`src/sv/sud_pkg.sv`:
```
// Shared types, constants and helpers for the restoring divider pipeline.
// Used by every module of the divider; depends on nothing.

package sud_pkg;

   // Operand width and the fixed width of the ports
   localparam int DATA_WIDTH = 64;
   localparam int PORT_WIDTH = 64;

   typedef logic [DATA_WIDTH-1:0] word_type;

   // State carried by one pipeline stage
   typedef struct packed {
      logic     valid;
      word_type rem;    // partial remainder
      word_type nq;     // dividend bits not yet used, quotient bits shifted in below
      word_type den;    // divisor magnitude
      logic     neg_q;  // negate quotient at the end
      logic     neg_r;  // negate remainder at the end
      logic     dz;     // divisor was zero
   } cell_type;

   // Two's complement negate at operand width
   function automatic word_type negate(word_type x);
      return word_type'(0) - x;
   endfunction

endpackage

```
`src/sv/sud_cell.sv`:
```
// One cell of the division chain: produces one quotient bit per item.
// Depends on sud_pkg.

module sud_cell (
   input  logic              clock,
   input  logic              reset,
   input  logic              adv,
   input  sud_pkg::cell_type stage_in,
   output sud_pkg::cell_type stage_out
);

   logic [sud_pkg::DATA_WIDTH:0] shifted;
   logic [sud_pkg::DATA_WIDTH:0] diff;
   logic                         take;
   sud_pkg::cell_type            cell_ff;
   sud_pkg::cell_type            cell_in;

   // Shift in the next dividend bit, trial subtract, keep on no borrow
   always_comb begin
      shifted = {stage_in.rem, stage_in.nq[sud_pkg::DATA_WIDTH-1]};
      diff    = shifted - {1'b0, stage_in.den};
      take    = ~diff[sud_pkg::DATA_WIDTH];
      cell_in     = stage_in;
      cell_in.rem = take ? diff[sud_pkg::DATA_WIDTH-1:0] : shifted[sud_pkg::DATA_WIDTH-1:0];
      cell_in.nq  = {stage_in.nq[sud_pkg::DATA_WIDTH-2:0], take};
   end

   // Hand the item to the next cell
   always_ff @(posedge clock) begin
      if (reset) begin
         cell_ff.valid <= 1'b0;
      end else if (adv) begin
         cell_ff <= cell_in;
      end
   end

   assign stage_out = cell_ff;

`ifndef SYNTH
   // Partial remainder stays below a nonzero divisor
   a_rem_below_den: assert property (@(posedge clock) disable iff (reset)
      cell_ff.valid && (cell_ff.den != '0) |-> cell_ff.rem < cell_ff.den)
      else $error("partial remainder not below divisor");

   // A frozen pipeline keeps every cell's content
   a_hold_when_frozen: assert property (@(posedge clock) disable iff (reset)
      !adv |=> $stable(cell_ff))
      else $error("cell changed while pipeline frozen");
`endif

endmodule

```
`config.mk`:
```
export PLATFORM = sky130hd
export DESIGN_NAME = sud_cell
export DESIGN_NICKNAME = d
export VERILOG_FILES = /design/src/sv/sud_pkg.sv /design/src/sv/sud_cell.sv
export SDC_FILE = /design/constraint.sdc
export NUM_CORES = 1
export LEC_CHECK = 0
export BUFFER_PORTS_ARGS = -buffer_cell sky130_fd_sc_hd__buf_2
export CAP_MARGIN = 5
export CORE_AREA = 2 2 181 183
export DETAILED_ROUTE_END_ITERATION = 7
export DIE_AREA = 0 0 183 185
export GPL_ROUTABILITY_DRIVEN = 0
export PLACE_DENSITY = 0.62
export REMOVE_ABC_BUFFERS = 1
export SYNTH_ARGS = -nofsm -noshare
export SYNTH_HDL_FRONTEND = slang
export SYNTH_SLANG_ARGS = --single-unit
export TNS_END_PERCENT = 10
```
`constraint.sdc`:
```
create_clock -name clock -period 12.6 [get_ports clock]
set_input_delay 0.63 -clock clock [delete_from_list [all_inputs] [get_ports clock]]
set_output_delay 0.63 -clock clock [all_outputs]
set_load 0.02 [all_outputs]
```
# --- Word-level counts from Yosys, hierarchy flattened ---
# Index checks and enable logic that the tools add are counted.
op_classes:
  add_sub_neg: 1
  muxes: 1
  bitwise: 2
  n_reduce_logical: 1
ops:
  columns: ["cell", "count"]
  rows:
  - ["subtractor 65 x 64 -> 65 bit", 1]
  - ["2-to-1 mux 64 bit", 1]
  - ["NOT 1 bit", 2]
  - ["AND reduction 2 bit", 1]
word_totals:
  register_bits: 196
  output_inout_bits: 196

# --- Longest topological paths before layout ---
# Gate-level depths: netlist (run 1).
depth:
  ltp_word: 2
  depth_mapped: 14
  mapped_depth_nobuf: 13

# --- Worst setup path after synthesis (run 1) ---
# OpenSTA, ideal clock, no wires.
synth_path:
  path_type: "input port to flip-flop"
  from: "input port reset"
  to: "register cell_ff, in the netlist stage_out[0] (enable)"
  setup_time_ns: 0.780
  arrival_ns: 9.262
  setup_slack_ns: 2.558
  path_stages: 1
  n_path_buf: 0
  cell_sequence: "nor2b_1"
synth_via:
  elab_chain_cells: 2
synth_rtl:
  columns: ["element", "line_no", "source"]
  rows:
  - ["start, declared", "sud_cell.sv:6", "input logic reset,"]
  - ["NOT 1 bit (no line)", null, null]
  - ["AND reduction 2 bit (no line)", null, null]
  - ["end signal, assigned", "sud_cell.sv:33", "cell_ff <= cell_in;"]
  - ["end, declared", "sud_cell.sv:15", "sud_pkg::cell_type cell_ff;"]
# Every way passes these cells.
# A chain may end at the register's enable or synchronous reset.

==> flow_metrics.py, run 1 <==
metrics = {
    "run_status": {
        "status": "complete, no violations",
    },
    "global_routing": {
        "grt_pass1_vias": 8727,
        "grt_use_met3_pct": 3.54,
        "gr-usage-all-layers_pct": 17.9,
        "grt_pass1_wl_um": 46900,
        "grt_max_degree": 84,
        "grt_use_met1_pct": 23.2,
        "antenna_found_initial": 1,
        "busiest_layer": "met2",
        "use_met2_pct": 29.7,
        "overflow": 0,
    },
    "sta": {
        "relSlewSlack_pct": 26.4,
        "drv_slew": 0,
        "final_hold_viol_count": 0,
        "fin_crit_sh_pct": 32.5,
        "layout_setup_ws_ps": 8510,
        "setup_viol": 0,
        "clock_skew_ps": 0,
        "min_period_ps": 4090,
        "grt_setup_unrepaired": "false",
        "worstMarginPinSlew_ps": 1100,
        "timing.fmax_mhz": 244,
        "timing.setup.tns_ps": 0,
    },
    "clock_tree": {
        "post_cts_buffers": 0,
        "root_buffer": "clkbuf_16",
        "htree_levels": 4,
        "ctsHoldBuffers": 0,
        "post_cts_resized": 0,
        "insertion_delay_ps": 450,
        "tritoncts": "done",
        "cts.path.max_buffers": 2,
        "clk_pin_slew_worst_paths_ps": 80,
        "cts_buffers": 17,
        "clock-sinks": 196,
    },
    "setup_path": {
        "crit_cells": 13,
        "worstPathArrival_ps": 4290,
        "crit_path_max_fanout": 60,
        "crit_type": "in2reg",
        "end_kind": "flop",
        "cp_top_family": "simple AND/OR/NAND/NOR gates",
        "startpoint": "stage_in[30]",
        "crit_buf_inv": 3,
        "rrSetupSlack_ps": 12020,
        "cpMaxStageDelayCell": "or4_1",
        "reg2regPathDepth": 2,
        "reg2reg_to": "stage_out[195]$_SDFFE_PP0P_",
        "cp_slowest_stage_delay_ps": 610,
        "crit_end": "stage_out[154]$_DFFE_PP_",
        "startpoint_type": "input pin",
        "path_cells": "buf_2 > inv_1 > ha_1 > nand4_1 > or4_1 > or3_1 > o32a_1 > a21oi_2 > o21ai_1 > and2_4 > o211a_4 > inv_6 > mux2_1",
        "reg2reg_from": "stage_out[195]$_SDFFE_PP0P_",
        "cp_data_required_time_ps": 12790,
    },
    "worst_hold_path": {
        "hold_path_class": "in2reg",
    },
    "synth": {
        "synth.avg_cell_area_sq_um": 11.7,
        "yosys-top-cells-count": "edfxtp_1 (195), inv_1 (85), a21oi_1 (76), ha_1 (64), nand2_1 (62)",
        "synthCells": 938,
        "synth.most_common_cell": "edfxtp_1",
        "synth_area_sq_um": 11000,
        "synth-async-reset-ratio_pct": 0,
        "ys_ff_latch": 196,
        "ys_seq_area_share_pct": 53.5,
        "synth.distinct_cells": 75,
        "synth_top_area_share_pct": 53.3,
        "yosys_warnings": 0,
        "synth_top_area_cell": "edfxtp_1",
        "ys_top_cells_by_area": "edfxtp_1 (53%), ha_1 (7.3%), mux2_1 (5.5%), a21oi_1 (3.5%), inv_1 (2.9%)",
        "synth_edf_count": 195,
        "synth_ff_type": "edfxtp_1",
    },
    "floorplanning": {
        "start_util_pct": 34.3,
        "coreArea_sq_um": 32000,
        "std_cell_rows": 66,
        "die_h_um": 185,
        "io_pins": 395,
        "die_w_um": 183,
        "die_area_sq_um": 33900,
    },
    "route": {
        "wl_um": 31000,
        "via_per_inst": 5.05,
        "ant_nets": 0,
        "firstDrtPassIters": 4,
        "dr.first_iter.drc_count": 515,
        "vias": 8795,
        "route.detailed.drc": 0,
        "wl_per_cell_um": 17.8,
    },
    "final_layout": {
        "fin_area_sq_um": 13900,
        "area_growth_pct": 26.6,
        "layout-drive-gt1-share_pct": 33.3,
        "fin_nets": 1586,
        "n_antenna_cell": 0,
        "largest_reg_flops": 196,
    },
    "placement": {
        "detailed_place_hpwl_um": 24300,
        "pre_cts_ws_ps": 8000,
        "placed_area_sq_um": 13300,
        "port_buffers": 394,
    },
    "pwr": {
        "peakVddDrop_v": 0.0000860,
        "power.density_nw_per_um2": 130,
        "power.leakage_nw": 6.10,
    },
    "run": {
        "maxCapViolations": 0,
    },
}
[kinds of logic after synthesis]
family / after synthesis / share of synthesized area (%)
flops: 196 / 53.5
buf+inv: 119 / 4.55
mux: 64 / 6.55
compound gates: 240 / 14.4
simple gates: 197 / 8.95
xor+xnor: 57 / 4.55
fa+ha+maj: 65 / 7.48
[how the worst min path moves through the flow]
stage / startpoint / endpoint / slack [ps] / depth (start not counted)
after global placement: stage_out[195]$_SDFFE_PP0P_ / stage_out[195]$_SDFFE_PP0P_ / 480 / 2
after CTS: stage_in[119] / stage_out[120]$_DFFE_PP_ / 320 / 1
after floorplan: stage_out[195]$_SDFFE_PP0P_ / stage_out[195]$_SDFFE_PP0P_ / 580 / 2
final: stage_in[85] / stage_out[86]$_DFFE_PP_ / 350 / 1
after detailed placement: stage_out[195]$_SDFFE_PP0P_ / stage_out[195]$_SDFFE_PP0P_ / 480 / 2
after global routing: stage_in[78] / stage_out[79]$_DFFE_PP_ / 320 / 1
[report_power, final]
part / switching (mW) / internal (mW)
combinational: 0.286 / 0.182
clock: 0.260 / 0.276
sequential: 0.0123 / 0.789
[worst register-to-register path, stage by stage, from the launching register on]
cell and delay, ps:
dfxtp_1 310, mux2i_1 120, nor2_1 50
[routing by layer]
metal	part of all wire, %	up-vias	routed length, um
met4	1.7	2	540
met3	6.0	33	1870
met5	0.042	-	13
met1	44	4172	13600
li1	-	4265	-
met2	48	323	14900
[area by class of cell]
| cell class | count | area [sq um] |
|---|---|---|
| timing repair buffer | 398 | 2000 |
| clock buffer | 18 | 429 |
| inverter | 86 | 328 |
| tap | 408 | 510 |
| multi-input combinational | 623 | 4620 |
| clock inverter | 14 | 131 |
| sequential | 196 | 5880 |
| fill | 3136 | 18100 |
[placed cells by master, fill, tap and decap left out, types with 3 or more instances in the layout]
| cell type | instances |
|---|---|
| nor3_1 | 9 |
| mux2_1 | 54 |
| inv_6 | 4 |
| o2111ai_1 | 3 |
| a31oi_1 | 7 |
| or3_1 | 5 |
| a311o_1 | 3 |
| a211o_1 | 5 |
| a311oi_1 | 3 |
| a21boi_0 | 5 |
| inv_1 | 85 |
| xor2_1 | 23 |
| nand3_1 | 10 |
| clkinv_2 | 3 |
| o21a_1 | 8 |
| or2_1 | 4 |
| buf_4 | 4 |
| o31ai_1 | 5 |
| nand2b_1 | 9 |
| o22ai_1 | 3 |
| mux2i_1 | 7 |
| o21bai_1 | 15 |
| edfxtp_1 | 195 |
| nand4_1 | 20 |
| o211ai_1 | 4 |
| a21oi_1 | 76 |
| nor2_1 | 41 |
| clkbuf_16 | 17 |
| ha_1 | 64 |
| and3_1 | 7 |
| xnor2_1 | 34 |
| a21o_1 | 32 |
| nor2b_1 | 10 |
| nand2_1 | 62 |
| o21ai_1 | 15 |
| buf_2 | 394 |
| and4_1 | 3 |
| a211oi_1 | 6 |
| o21ai_0 | 23 |
[per-stage QoR]
stage / power (mW) / cells / utilization (%) / hold WS [ps]
after floorplan: 1.13 / 905 / - / 579
after global placement: 1.28 / 1711 / 41.6 / 477
after detailed placement: 1.28 / 1711 / 41.6 / 484
after CTS: 1.83 / 1743 / 43.4 / 317
after global routing: 1.89 / 1743 / 43.4 / 325
final: 1.80 / 1743 / 43.4 / 346
Power figures use the tool's default switching activity.
==> run 2, diff against run 1 <==
Settings changed: PLACE_DENSITY 0.62 to 0.64.
Clock period 12.6 ns to 3.75 ns, I/O delays scaled along.
==> run 2 against run 1 <==
Wire length up 8.5%. Highest routed layer unchanged. Critical endpoint is now stage_out[164]$_DFFE_PP_. Global-route usage up 1.2 points. Final cell count up 9.4%. Flip-flop and latch count unchanged. Largest cell class unchanged. Register-to-register slack worse by 9400 ps. Non-clock buffer count up 160. Total power rose to 3.5 times the previous value. Via count up 7.2%. Core utilization up 5.2 points.
==> flow_metrics.py, run 2 (same netlist as run 1, synthesis figures left out) <==
metrics = {
    "route": {
        "firstDrtPassIters": 5,
        "wl_per_cell_um": 17.7,
        "via_per_inst": 4.95,
        "ant_nets": 0,
        "vias": 9426,
        "wl_um": 33600,
        "dr.first_iter.drc_count": 460,
        "route.detailed.drc": 0,
    },
    "final_layout": {
        "fin_cells": 1906,
        "fillers": 2961,
        "fin_nets": 1746,
        "largest_reg_flops": 196,
        "layout-drive-gt1-share_pct": 31.8,
        "layout_commonest_cell": "buf_2",
        "layout_common_cells": "buf_2 (394), edfxtp_1 (195), dlygate4sd3_1 (132), inv_1 (85), a21oi_1 (76)",
        "postLayoutCoreUtil_pct": 48.6,
        "area_growth_pct": 41.9,
    },
    "clock_tree": {
        "cts_buffers": 17,
        "clock-sinks": 196,
        "root_buffer": "clkbuf_16",
        "tritoncts": "done",
        "htree_levels": 4,
        "insertion_delay_ps": 460,
        "cts.path.max_buffers": 2,
        "clk_pin_slew_worst_paths_ps": 80,
    },
    "sta": {
        "clock_skew_ps": 0,
        "relSlewSlack_pct": 48.5,
        "drv_slew": 0,
        "layout_setup_ws_ps": 108,
        "min_period_ps": 3640,
        "timing.fmax_mhz": 275,
        "worstMarginPinSlew_ps": 770,
        "final_hold_viol_count": 0,
        "setup_viol": 0,
        "grt_setup_unrepaired": "false",
        "fin_crit_sh_pct": 97.1,
    },
    "pwr": {
        "power.leakage_nw": 6.85,
        "peakVddDrop_v": 0.000291,
        "power.density_nw_per_um2": 404,
        "power_mw": 6.30,
    },
    "setup_path": {
        "end_kind": "flop",
        "startpoint": "stage_in[30]",
        "cp_data_required_time_ps": 3950,
        "crit_path_max_fanout": 13,
        "worstPathArrival_ps": 3840,
        "crit_type": "in2reg",
        "startpoint_type": "input pin",
        "reg2reg_from": "stage_out[195]$_SDFFE_PP0P_",
    },
    "floorplanning": {
        "coreArea_sq_um": 32000,
        "io_pins": 395,
        "die_h_um": 185,
        "start_util_pct": 34.3,
        "die_w_um": 183,
        "std_cell_rows": 66,
        "die_area_sq_um": 33900,
    },
    "global_routing": {
        "overflow": 0,
        "gr-usage-all-layers_pct": 19.0,
        "antenna_found_initial": 4,
        "grt_pass1_vias": 9345,
        "grt_pass1_wl_um": 49900,
        "grt_max_degree": 74,
    },
    "run": {
        "maxCapViolations": 0,
    },
    "placement": {
        "port_buffers": 394,
        "detailed_place_hpwl_um": 25100,
        "pre_cts_ws_ps": -4.01,
        "dp_cells": 1732,
    },
    "worst_hold_path": {
        "hold_path_class": "in2reg",
        "hp-start": "stage_in[193]",
    },
    "run_status": {
        "status": "complete, no violations",
    },
}
-- run 2: critical path: stages --
cell,delay [ps]
dlygate4sd3_1,540
buf_2,120
inv_1,60
ha_1,310
nand4_1,110
or4_4,580
or3_1,320
o32a_1,250
a21oi_2,190
o21ai_1,110
and2_4,200
o211a_4,260
clkinv_8,90
buf_16,160
mux2_1,350
-- run 2: per-layer routing --
metal | wire length (um) | vias up | global-route usage [%] | part of all wire [%]
met4 | 489 | 2 | 5.34 | 1.5
met3 | 1840 | 28 | 4.38 | 5.5
li1 | - | 4579 | - | -
met2 | 16800 | 306 | 33.2 | 50
met1 | 14500 | 4511 | 23.6 | 43
met5 | 18 | - | 0 | 0.054
-- run 2: metrics by stage --
| stage | setup TNS (ps) | cell area, sq um | hold WS [ps] |
|---|---|---|---|
| final | 0 | 15600 | 27.6 |
| after global routing | 0 | 15600 | 3.51 |
| after CTS | 0 | 15400 | 4.12 |
| after detailed placement | -4.01 | 13600 | 366 |
| after global placement | 0 | 13600 | 364 |
| after floorplan | -1140630 | 10800 | 260 |
-- run 2: layout make-up --
class,count,area [sq um],share of cell area (%)
Multi-Input combinational cell,623,4640,29.8
Timing Repair Buffer,558,3640,23.4
Inverter,86,335,2.15
Clock buffer,17,425,2.73
Tap cell,408,510,3.28
Antenna cell,3,7.51,0.0482
Sequential cell,196,5880,37.7
Clock inverter,15,143,0.916
-- run 2: what timing repair did --
item,in CTS,in global routing
hold buffers,132,0
resized for setup,0,6
endpoints found under the hold margin,131,0
setup buffers,0,5
setup endpoints to repair,0,56
-- run 2: report_power, final --
| part | leakage [nW] | internal [mW] | switching, mW |
|---|---|---|---|
| Clock | 0.273 | 0.880 | 0.931 |
| Combinational | 4.74 | 0.777 | 1.02 |
| Sequential | 1.84 | 2.65 | 0.0474 |
-- run 2: final timing paths --
check / to / slack (ps) / cells past startpoint
worst max-delay path: stage_out[164]$_DFFE_PP_ / 110 / 15
worst min-delay path: stage_out[194]$_DFFE_PP_ / 30 / 2
worst max register to register: stage_out[195]$_SDFFE_PP0P_ / 2590 / 3
worst min register to register: stage_out[195]$_SDFFE_PP0P_ / 1080 / 3
==> run 3, diff against run 2 <==
Settings changed: SETUP_SLACK_MARGIN set to 0.3.
==> run 3 against run 2 <==
Non-clock buffer count down 5. Critical endpoint is now stage_out[181]$_DFFE_PP_. Critical path type unchanged. Clock skew unchanged. Total power about the same. Largest cell class unchanged. Combinational power about the same. Core utilization about the same. Largest power group unchanged. Clock-buffer cell count unchanged. Die area unchanged.
==> flow_metrics.py, run 3 (same netlist as run 1, synthesis figures left out) <==
metrics = {
    "final_layout": {
        "area_growth_pct": 41.8,
        "layout-drive-gt1-share_pct": 32.1,
        "largest_reg_flops": 196,
        "layout_common_cells": "buf_2 (394), edfxtp_1 (195), dlygate4sd3_1 (132), inv_1 (85), a21oi_1 (74)",
        "layout_commonest_cell": "buf_2",
        "fin_cells": 1901,
        "fillers": 2965,
        "fin_nets": 1741,
    },
    "route": {
        "wl_um": 33900,
        "vias": 9374,
        "ant_nets": 0,
        "firstDrtPassIters": 5,
        "via_per_inst": 4.93,
        "wl_per_cell_um": 17.8,
        "route.detailed.drc": 0,
        "dr.first_iter.drc_count": 518,
    },
    "global_routing": {
        "grt_pass1_vias": 9325,
        "busiest_layer": "met2",
        "grt_max_degree": 74,
        "antenna_found_initial": 4,
        "grt_use_met3_pct": 4.29,
        "grt_use_met1_pct": 23.8,
        "grt_pass1_wl_um": 50000,
        "gr-usage-all-layers_pct": 19.1,
        "overflow": 0,
        "use_met2_pct": 33.1,
    },
    "placement": {
        "dp_cells": 1732,
        "port_buffers": 394,
        "pre_cts_ws_ps": -4.01,
        "detailed_place_hpwl_um": 25100,
    },
    "setup_path": {
        "startpoint_type": "input pin",
        "crit_path_max_fanout": 6,
        "crit_type": "in2reg",
        "end_kind": "flop",
        "cp_data_required_time_ps": 3950,
        "path_cells": "dlygate4sd3_1 > buf_2 > inv_1 > ha_1 > a21o_1 > a21o_1 > a221oi_1 > o22ai_1 > or2_0 > a31o_2 > a31oi_1 > xnor2_1 > mux2_1",
        "cpMaxStageDelayCell": "dlygate4sd3_1",
        "cp_slowest_stage_delay_ps": 530,
        "worstPathArrival_ps": 3510,
        "crit_top_cell": "a21o_1",
    },
    "floorplanning": {
        "std_cell_rows": 66,
        "coreArea_sq_um": 32000,
        "io_pins": 395,
        "start_util_pct": 34.3,
        "die_area_sq_um": 33900,
        "die_h_um": 185,
        "die_w_um": 183,
    },
    "sta": {
        "drv_slew": 0,
        "worstMarginPinSlew_ps": 857,
        "clock_skew_ps": 0,
        "timing.fmax_mhz": 302,
        "setup_viol": 0,
        "min_period_ps": 3310,
        "final_hold_viol_count": 0,
        "fin_crit_sh_pct": 88.3,
        "relSlewSlack_pct": 42.3,
        "grt_setup_unrepaired": "false",
        "layout_setup_ws_ps": 439,
    },
    "pwr": {
        "power_mw": 6.29,
        "power.density_nw_per_um2": 404,
        "peakVddDrop_v": 0.000291,
        "power.leakage_nw": 6.80,
    },
    "clock_tree": {
        "cts_buffers": 17,
        "insertion_delay_ps": 450,
        "tritoncts": "done",
        "clk_pin_slew_worst_paths_ps": 80,
        "clock-sinks": 196,
        "htree_levels": 4,
        "root_buffer": "clkbuf_16",
        "cts.path.max_buffers": 2,
    },
    "worst_hold_path": {
        "hold_path_class": "in2reg",
    },
    "run_status": {
        "status": "complete, no violations",
    },
    "run": {
        "maxCapViolations": 0,
    },
}
-- run 3: repair_timing --
action / CTS / global route
setup endpoints to repair: 0 / 56
setup buffers: 0 / 0
resized for setup: 0 / 14
endpoints found under the hold margin: 131 / 0
hold buffers: 132 / 0
-- run 3: metrics by stage --
| stage | hold WS, ps | utilization [%] | setup TNS (ps) | cell area (sq um) |
|---|---|---|---|---|
| after floorplan | 260 | - | -1140630 | 10800 |
| after global placement | 364 | 42.3 | 0 | 13600 |
| after detailed placement | 366 | 42.3 | -4.01 | 13600 |
| after CTS | 4.12 | 48.2 | 0 | 15400 |
| after global routing | 3.66 | 48.6 | 0 | 15600 |
| final | 29.0 | 48.6 | 0 | 15600 |
-- run 3: worst paths after layout --
| check | cells past startpoint | end | slack [ps] | from |
|---|---|---|---|---|
| max | 13 | stage_out[181]$_DFFE_PP_ | 440 | stage_in[38] |
| min | 2 | stage_out[144]$_DFFE_PP_ | 30 | stage_in[143] |
| max reg2reg | 3 | stage_out[195]$_SDFFE_PP0P_ | 2560 | stage_out[195]$_SDFFE_PP0P_ |
| min reg2reg | 3 | stage_out[195]$_SDFFE_PP0P_ | 1090 | stage_out[195]$_SDFFE_PP0P_ |
-- run 3: layout make-up --
type / count / area [sq um] / share of cell area, %
Sequential cell: 196 / 5880 / 37.7
Multi-Input combinational cell: 623 / 4670 / 30.0
Timing Repair Buffer: 553 / 3600 / 23.1
Tap cell: 408 / 510 / 3.28
Clock buffer: 17 / 425 / 2.73
Inverter: 86 / 330 / 2.12
Clock inverter: 15 / 143 / 0.916
Antenna cell: 3 / 7.51 / 0.0482
-- run 3: worst max-delay path, delay by kind of cell --
kind	cells	cell delay, ps
multiplexers	1	300
XOR/XNOR	1	150
AND/OR/NAND/NOR	1	240
adder cells (fa/ha/maj)	1	380
buffers and inverters	3	710
AO/OA/AOI/OAI	6	1560
-- run 3: routing by layer --
metal  wire (um)  part of all wire [%]  vias up
li1            -                     -     4569
met1       14800                    44     4478
met2       16700                    49      295
met3        1800                   5.3       30
met4         593                   1.7        2
met5          13                 0.038        -
-- run 3: where the power goes --
part | switching [mW] | internal [mW] | total [mW]
clock | 0.929 | 0.880 | 1.81
combinational | 1.02 | 0.773 | 1.79
sequential | 0.0479 | 2.65 | 2.70
